`src/assert_macros.svh`:
```
`ifndef ASSERT_MACROS_SVH
`define ASSERT_MACROS_SVH

// Clocked property check; reset masks the check.
`define ASSERT_AT(lbl, prop, msg) \
    lbl: assert property (@(posedge clk) disable iff (!rst_n) prop) \
        else $error(msg);

// Condition that must never be seen at a clock edge.
`define ASSERT_NEVER(lbl, expr, msg) `ASSERT_AT(lbl, !(expr), msg)

`endif

```
`src/cbst_pkg.sv`:
```
package cbst_pkg;

    // Default coordinate width
    localparam int COORD_WIDTH_DEF = 16;

    // Segment count and its powers
    localparam int SEG_W = 6;
    localparam int N2_W  = 2 * SEG_W;
    localparam int N3_W  = 3 * SEG_W;
    // 6 * 63^3 fits in 21 bits
    localparam int DEN_W = N3_W + 3;

    localparam logic [SEG_W-1:0] SEG_RESET = SEG_W'(16);

    // Commands from the sequencer to the datapath, at most one per cycle
    typedef struct packed {
        logic load;
        logic scale1;
        logic scale2;
        logic scale3;
        logic horn1;
        logic horn2;
        logic horn3;
        logic div_start;
        logic div_step;
        logic emit;
    } cbst_cmd_t;

    // Status back to the sequencer
    typedef struct packed {
        logic last_pt;
    } cbst_stat_t;

endpackage

```
`src/cbst_ctrl.sv`:
```
module cbst_ctrl
    import cbst_pkg::*;
#(
    parameter int COORD_WIDTH = COORD_WIDTH_DEF
) (
    input  logic       clk,
    input  logic       rst_n,
    input  logic       in_valid,
    output logic       in_ready,
    input  logic       out_ready,
    output logic       out_valid,
    output cbst_cmd_t  cmd,
    input  cbst_stat_t stat
);

    localparam int DIV_STEPS = COORD_WIDTH + 1;
    localparam int CNT_W     = $clog2(DIV_STEPS);

    typedef enum logic [9:0] {
        ST_IDLE     = 10'b00_0000_0001,
        ST_SCALE1   = 10'b00_0000_0010,
        ST_SCALE2   = 10'b00_0000_0100,
        ST_SCALE3   = 10'b00_0000_1000,
        ST_HORN1    = 10'b00_0001_0000,
        ST_HORN2    = 10'b00_0010_0000,
        ST_HORN3    = 10'b00_0100_0000,
        ST_DIV_LOAD = 10'b00_1000_0000,
        ST_DIV      = 10'b01_0000_0000,
        ST_EMIT     = 10'b10_0000_0000
    } state_t;

    state_t           state_reg;
    state_t           state_next;
    logic [CNT_W-1:0] cnt_reg;
    logic [CNT_W-1:0] cnt_next;
    logic             out_valid_reg;
    logic             out_valid_next;

    // Sequence one segment: scale, then per point Horner, divide, emit
    always_comb
    begin
        state_next = state_reg;
        cnt_next   = cnt_reg;
        cmd        = '0;
        unique case (state_reg)
            ST_IDLE:
            begin
                if (in_valid)
                begin
                    cmd.load   = 1'b1;
                    state_next = ST_SCALE1;
                end
            end
            ST_SCALE1:
            begin
                cmd.scale1 = 1'b1;
                state_next = ST_SCALE2;
            end
            ST_SCALE2:
            begin
                cmd.scale2 = 1'b1;
                state_next = ST_SCALE3;
            end
            ST_SCALE3:
            begin
                cmd.scale3 = 1'b1;
                state_next = ST_HORN1;
            end
            ST_HORN1:
            begin
                cmd.horn1  = 1'b1;
                state_next = ST_HORN2;
            end
            ST_HORN2:
            begin
                cmd.horn2  = 1'b1;
                state_next = ST_HORN3;
            end
            ST_HORN3:
            begin
                cmd.horn3  = 1'b1;
                state_next = ST_DIV_LOAD;
            end
            ST_DIV_LOAD:
            begin
                cmd.div_start = 1'b1;
                cnt_next      = CNT_W'(DIV_STEPS - 1);
                state_next    = ST_DIV;
            end
            ST_DIV:
            begin
                cmd.div_step = 1'b1;
                if (cnt_reg == '0)
                begin
                    state_next = ST_EMIT;
                end
                else
                begin
                    cnt_next = cnt_reg - 1'b1;
                end
            end
            ST_EMIT:
            begin
                // Hold until the output register is free
                if (!out_valid_reg || out_ready)
                begin
                    cmd.emit   = 1'b1;
                    state_next = stat.last_pt ? ST_IDLE : ST_HORN1;
                end
            end
            default:
            begin
                state_next = ST_IDLE;
            end
        endcase
    end

    // Output beat valid: set on emit, drop when taken
    always_comb
    begin
        if (cmd.emit)
        begin
            out_valid_next = 1'b1;
        end
        else if (out_ready)
        begin
            out_valid_next = 1'b0;
        end
        else
        begin
            out_valid_next = out_valid_reg;
        end
    end

    always_ff @(posedge clk or negedge rst_n)
    begin
        if (!rst_n)
        begin
            state_reg     <= ST_IDLE;
            cnt_reg       <= '0;
            out_valid_reg <= 1'b0;
        end
        else
        begin
            state_reg     <= state_next;
            cnt_reg       <= cnt_next;
            out_valid_reg <= out_valid_next;
        end
    end

    assign in_ready  = (state_reg == ST_IDLE);
    assign out_valid = out_valid_reg;

endmodule

```
`config.mk`:
```
export PLATFORM = sky130hd
export DESIGN_NAME = cbst_ctrl
export DESIGN_NICKNAME = d
export VERILOG_FILES = /design/src/assert_macros.svh /design/src/cbst_pkg.sv /design/src/cbst_ctrl.sv
export SDC_FILE = /design/constraint.sdc
export NUM_CORES = 1
export LEC_CHECK = 0
export BUFFER_PORTS_ARGS = -buffer_cell sky130_fd_sc_hd__buf_2
export CAP_MARGIN = 25
export CORE_UTILIZATION = 54
export CTS_CLUSTER_SIZE = 30
export DETAILED_ROUTE_END_ITERATION = 10
export PLACE_DENSITY_LB_ADDON = 0.12
export SYNTH_ARGS = -nofsm -noshare
export SYNTH_HDL_FRONTEND = slang
export SYNTH_SLANG_ARGS = --single-unit
```
`constraint.sdc`:
```
create_clock -name clk -period 2.3 [get_ports clk]
set_input_delay 0.345 -clock clk [delete_from_list [all_inputs] [get_ports clk]]
set_output_delay 0.345 -clock clk [all_outputs]
set_load 0.05 [all_outputs]
```
==> impl_results.md, run 1 <==
- Layout Area Growth over Synthesis: 20.4%
- Syn. warnings: 0
- Grt total ovfl: 0
- Worst slew margin: 0.685
- Mean routed wirelength per cell: 14.5 um
- Final period util: 0.954
- Crit path time final: around 2200 ps
- TritonCTS buffer count: 3
- Clock-pin slew on the worst setup and hold paths: 100 ps
- HP Start: out_ready
- Seq cells post-synth: 16
- FP Rows: 15
- Largest net degree at the start of global routing: 17
- Layout net count: 128
- Critical Path Sink Type: output port
- Initial drt markers: 25
- Pwr dens: 883 nW/um^2
- Share of cells above drive strength 1: 0.314
- Via count: 838
- Die Wd: 44.7 um
- Syn Inst Count: 101
- Drt first pass iters: 4
- Largest register FFs: 10
- Die height: 44.7 um
- Max Root-Sink Buffers: 2
- Sequential area share after synthesis: 0.408
- Met3 routed WL: 65 um
- CTS H-tree lvls: 1
- Wl on met1: approximately 1 mm
- DR top layer: met4
- Detailed Route WL: 2.12 mm
- CTS tree: yes
- Global-route wire length before repair: 3.62 mm
- Crit path DAT: 1850 ps
- Worst min path class: input pin to register
- Core area: 1710 um^2
- Metal2 WL: 1.02 mm
- DIE AREA: 2000 um^2
- Post-synth top area cell: dfrtp_1
- Synth top area share: 0.382
- FF-to-FF path depth: 5
- Lkg Pwr: 0.607 nW
- TritonCTS sink count: 16
- Via/cell ratio: 5.74
- IO Count: 17
- Fmax: 456 MHz
- Final setup fails: 0
- CTS root buffer: clkbuf_4
- Commonest non-fill, non-tap cell in the layout: dfrtp_1
- Worst-Margin Slew: 466 ps
- CP cell instances: nor4_4 -> buf_4 -> nand3_1 -> nor2_1 -> buf_2
- Crit Path Max Fanout: 8
- Dpl hpwl: 1.56 mm
- # DRC: 0
- Mean Syn Cell Area: 9.74 um^2
- Final Skew: 5.32 ps
- Slew Limit Fails: 0
- Final Power: between 1 and 1.5 mW
- Starting Density: 0.576
- Hold Path Depth: 2
- Worst-Skew Late Latency: 290 ps
- Max stage delay on crit path: 470 ps
- Crit path launch type: register
- Slowest cell on crit path: dfrtp_1
- Max-cap violations: 0
- Flop2flop setup slack: 490 ps
- Worst reg2reg path endpoint: cnt_reg[3]
- Setup bufs post-CTS: 0
- Worst Hold End: out_valid
- Final hold slack: 237 ps
- Antenna cells: 0
- RSZ-0062 raised after global routing: false
- Syn_nets: 107
- PortBufs: 16
- Status: completed
- WS Path Type: register to output port
- Synth area leaders: dfrtp_1 38%, nor4_4 6.5%, nor3b_1 3.8%, nor4b_1 3.6%, nor2b_1 3.2%
- Most frequent cells in the layout: 14 x dfrtp_1, 12 x buf_2, 8 x inv_1
- VDD IR max: around 0.46 mV
- Library cells used by synthesis: 36
- Total global-route track usage: 0.253
- Critical R2R Launch: state_reg[4]
- Initial antenna violation count: 0
- Post-synth design cell area: 983 um^2
- Number of global-route vias before repair: 810
- Final Hold Viols: 0
- Worst path required time: 1960 ps
- Placer congestion estimate: 0.815
- Final ANT Viol Nets: 0
synth_stat cells, drive strengths merged:
| cell | number |
|---|---|
| nor4 | 4 |
| nor2 | 6 |
| a221oi | 1 |
| nor3b | 5 |
| nand2 | 7 |
| a21oi | 4 |
| xor2 | 2 |
| or3 | 3 |
| o21a | 1 |
| a211oi | 2 |
| and2b | 1 |
| o31ai | 1 |
| o21ai | 6 |
| and3 | 3 |
| nor4b | 4 |
| and4b | 1 |
| inv | 8 |
| or4b | 1 |
| ha | 1 |
| buf | 3 |
| nor3 | 1 |
| and2 | 2 |
| o211ai | 1 |
| nor2b | 5 |
| or3b | 1 |
| nand3 | 6 |
| nand4b | 2 |
| dfrtp | 15 |
| and4 | 1 |
| nand4 | 1 |
| dfstp | 1 |
| clkbuf | 1 |
area by class of cell:
cell class              instances  area, um^2
well taps                      25        31.3
clock buffers                   4        36.3
inverters                       8        30.0
multi-input cells              73         561
repair buffers                 20         123
fillers                       136         524
flip-flops and latches         16         403
routing by layer:
metal / GRT usage / vias to the layer above
met2: 0.412 / 19
met4: 0.103 / 0
met1: 0.330 / 408
met3: 0.0449 / 4
li1: - / 407
met5: 0 / -
what timing repair did:
action / CTS / global route
resized for setup: 1 / 7
endpoints found under the setup margin: 1 / 5
hold endpoints to repair: 15 / 0
pin swaps: 0 / 1
hold buffers: 1 / 0
worst max path at each step:
stage | from | endpoint | slack, ps
2_1_floorplan | state_reg[6] | cmd[9] | -140
3_3_place_gp | state_reg[6] | cmd[9] | 400
3_5_place_dp | state_reg[6] | cmd[9] | 360
4_1_cts | state_reg[6] | cmd[4] | 40
5_1_grt | state_reg[6] | cmd[4] | 9
6_report | state_reg[4] | cmd[0] | 110
through the flow:
step	setup TNS (ps)	setup slack [ps]	area, um^2	instances	util
2_1_floorplan	-139	-139	1000	101	-
3_3_place_gp	0	404	1110	141	0.653
3_5_place_dp	0	365	1110	141	0.653
4_1_cts	0	43.9	1170	146	0.683
5_1_grt	0	9.11	1180	146	0.693
6_report	0	107	1180	146	0.693
report_power, final:
part | switching [mW] | internal (mW)
sequential | 0.0681 | 0.315
combinational | 0.287 | 0.182
clock | 0.0963 | 0.0965
critical path: cells and delay by family, from the launching register on:
family        cells  cell delay [ps]
simple gates      3              590
buf+inv           2              490
flops             1              470
logic make-up after synthesis:
logic type	share of synthesized area
AND/OR/NAND/NOR	0.405
XOR/XNOR	0.0178
buffers and inverters	0.0547
flip-flops	0.408
adder cells (fa/ha/maj)	0.0127
AO/OA/AOI/OAI	0.102
No activity file was read; power rests on OpenSTA's default activity.
==> run 2: changes to the inputs <==
==> constraint.sdc (replaced) <==
create_clock -name clk -period 2.3 [get_ports clk]
set_input_delay 0.115 -clock clk [delete_from_list [all_inputs] [get_ports clk]]
set_output_delay 0.115 -clock clk [all_outputs]
set_load 0.05 [all_outputs]
==> run 2 against run 1 <==
Maximum frequency grew 4.3%. Global-route usage shrank 3.4 points. Non-clock buffer count is the same. Routed wire length shrank 8.6%. Setup slack gained 90 ps. Critical path type unchanged. Die area is the same. Sequential share of layout area grew 1.2 points. Count of clock-buffer cells in the layout is the same. Final cell count is the same. Clock power shrank 19%.
==> impl_results.md, run 2 (same netlist as run 1, synthesis figures left out) <==
- Status: completed (unchanged)
- FF-to-FF path depth: 5 (unchanged)
- Worst reg2reg path endpoint: state_reg[9] (was cnt_reg[3])
- Clock-pin slew on the worst setup and hold paths: 90 ps (was 100 ps)
- Worst-Skew Late Latency: 280 ps (was 290 ps)
- # DRC: 0 (unchanged)
- Mean routed wirelength per cell: 13.3 um (was 14.5 um)
- GR peak layer: met2 (unchanged)
- PortBufs: 16 (unchanged)
- TritonCTS buffer count: 3 (unchanged)
- TritonCTS sink count: 16 (unchanged)
- Grt total ovfl: 0 (unchanged)
- CTS tree: yes (unchanged)
- Final Hold Viols: 0 (unchanged)
- Most frequent cells in the layout: 16 x buf_2, 15 x dfrtp_1, 8 x inv_1 (was 14 x dfrtp_1, 12 x buf_2, 8 x inv_1)
- Largest register FFs: 10 (unchanged)
- Total global-route track usage: 0.219 (was 0.253)
- Hold Path Depth: 2 (unchanged)
- Die height: 44.7 um (unchanged)
- Die Wd: 44.7 um (unchanged)
- GR met1 Demand/Resource: 0.289 (was 0.330)
- Grt met3 use: 0.0735 (was 0.0449)
- Final hold slack: 10.7 ps (was 237 ps)
- Lkg Pwr: 0.593 nW (was 0.607 nW)
- Detailed Route WL: 1.94 mm (was 2.12 mm)
- Final period util: 0.914 (was 0.954)
- Largest net degree at the start of global routing: 17 (unchanged)
- Fmax: 476 MHz (was 456 MHz)
- Global Route met2 Usage: 0.335 (was 0.412)
- Final ANT Viol Nets: 0 (unchanged)
- Dpl hpwl: 1.40 mm (was 1.56 mm)
- FP Rows: 15 (unchanged)
- Max Root-Sink Buffers: 2 (unchanged)
- Crit path DAT: 1990 ps (was 1850 ps)
- Crit path launch type: register (unchanged)
- HP Start: out_ready (unchanged)
- Commonest non-fill, non-tap cell in the layout: buf_2 (was dfrtp_1)
- Initial drt markers: 12 (was 25)
- Worst path required time: 2180 ps (was 1960 ps)
- VDD IR max: 0.470 mV (was 0.463 mV)
- RSZ-0062 raised after global routing: false (unchanged)
- Worst Hold End: out_valid (unchanged)
- Max stage delay on crit path: 450 ps (was 470 ps)
- Critical Path Sink Type: output port (unchanged)
- Setup TNS: 0 ps (unchanged)
- Share of cells above drive strength 1: 0.264 (was 0.314)
- CTS H-tree lvls: 1 (unchanged)
- IO Count: 17 (unchanged)
- Via/cell ratio: 5.69 (was 5.74)
- Layout Area Growth over Synthesis: 16.0% (was 20.4%)
- Worst-Margin Slew: 434 ps (was 466 ps)
- Pwr dens: 864 nW/um^2 (was 883 nW/um^2)
- Initial antenna violation count: 0 (unchanged)
- Drt first pass iters: 4 (unchanged)
- Core area: 1710 um^2 (unchanged)
- Via count: 831 (was 838)
- Flop2flop setup slack: 540 ps (was 490 ps)
- Worst slew margin: 0.707 (was 0.685)
- Final Power: 986 uW (was 1.05 mW)
- Number of global-route vias before repair: 674 (was 810)
- Crit Path Max Fanout: 7 (was 8)
- Slew Limit Fails: 0 (unchanged)
- CP cell instances: nor2_1 -> nand3_1 -> nor3b_4 -> and2_1 -> buf_2 (was nor4_4 -> buf_4 -> nand3_1 -> nor2_1 -> buf_2)
- Worst min path class: input pin to register (unchanged)
- WS Path Type: register to output port (unchanged)
- Critical R2R Launch: cnt_reg[0] (was state_reg[4])
- Slowest cell on crit path: dfrtp_1 (unchanged)
- Final Skew: 3.49 ps (was 5.32 ps)
- Final setup fails: 0 (unchanged)
- Placer congestion estimate: 0.810 (was 0.815)
- DIE AREA: 2000 um^2 (unchanged)
- CTS root buffer: clkbuf_4 (unchanged)
- Cts repair resizes: 0 (was 1)
- Antenna cells: 0 (unchanged)
- Starting Density: 0.576 (unchanged)
- Max-cap violations: 0 (unchanged)
- Layout net count: 128 (unchanged)
- Crit path time final: 2100 ps (was 2190 ps)
- Global-route wire length before repair: 3.08 mm (was 3.62 mm)
## run 2: cell count changes in the layout (fill, tap and decap cells not counted), sizes merged
| cell | before | now |
|---|---|---|
| clkbuf | 7 | 4 |
| buf | 16 | 19 |
## run 2: power breakdown
group	internal [mW]	leakage, nW	switching, mW	total [mW]
registers	0.315	0.219	0.0645	0.379
logic	0.181	0.359	0.270	0.451
clock network	0.0674	0.0150	0.0882	0.156
total	0.563	0.593	0.423	0.986
## run 2: how the worst max path moves through the flow
stage | start | end | slack (ps) | depth (start not counted)
3_5_place_dp | state_reg[6] | cmd[9] | 400 | 5
4_1_cts | state_reg[6] | cmd[9] | 90 | 5
3_3_place_gp | state_reg[6] | cmd[9] | 440 | 5
2_1_floorplan | state_reg[6] | cmd[8] | -40 | 3
6_report | state_reg[2] | cmd[9] | 200 | 5
5_1_grt | state_reg[2] | cmd[9] | 40 | 5
## run 2: per-stage QoR
stage           util  setup slack, ps  std cells  instance area [um^2]
4_1_cts        0.655             87.1        143                  1120
2_1_floorplan      -            -40.4        101                   995
6_report       0.668              197        146                  1140
3_3_place_gp   0.634              437        138                  1080
5_1_grt        0.668             41.8        146                  1140
3_5_place_dp   0.634              403        138                  1080
## run 2: timing repair
| item | CTS | global route |
|---|---|---|
| hold buffers | 1 | 0 |
| setup endpoints to repair | 0 | 2 |
| hold endpoints to repair | 15 | 0 |
| setup buffers | 0 | 3 |
## run 2: per-layer routing
metal	wire length [um]	share of wire	vias to the layer above
met5	0	0	-
met4	19	0.0098	0
met3	143	0.074	2
met2	898	0.46	30
met1	877	0.45	389
li1	-	-	410
## run 2: final cells by class
| cell class | instances | area (um^2) |
|---|---|---|
| clock buffers | 4 | 26.3 |
| fillers | 147 | 567 |
| inverters | 8 | 30.0 |
| flip-flops and latches | 16 | 402 |
| repair buffers | 20 | 113 |
| multi-input cells | 73 | 539 |
| well taps | 25 | 31.3 |
## run 2: critical path: cells and delay by family, from the launching register on
| family | cells | cell delay [ps] |
|---|---|---|
| DFF | 1 | 450 |
| buffers and inverters | 1 | 250 |
| and+or+nand+nor | 4 | 1000 |
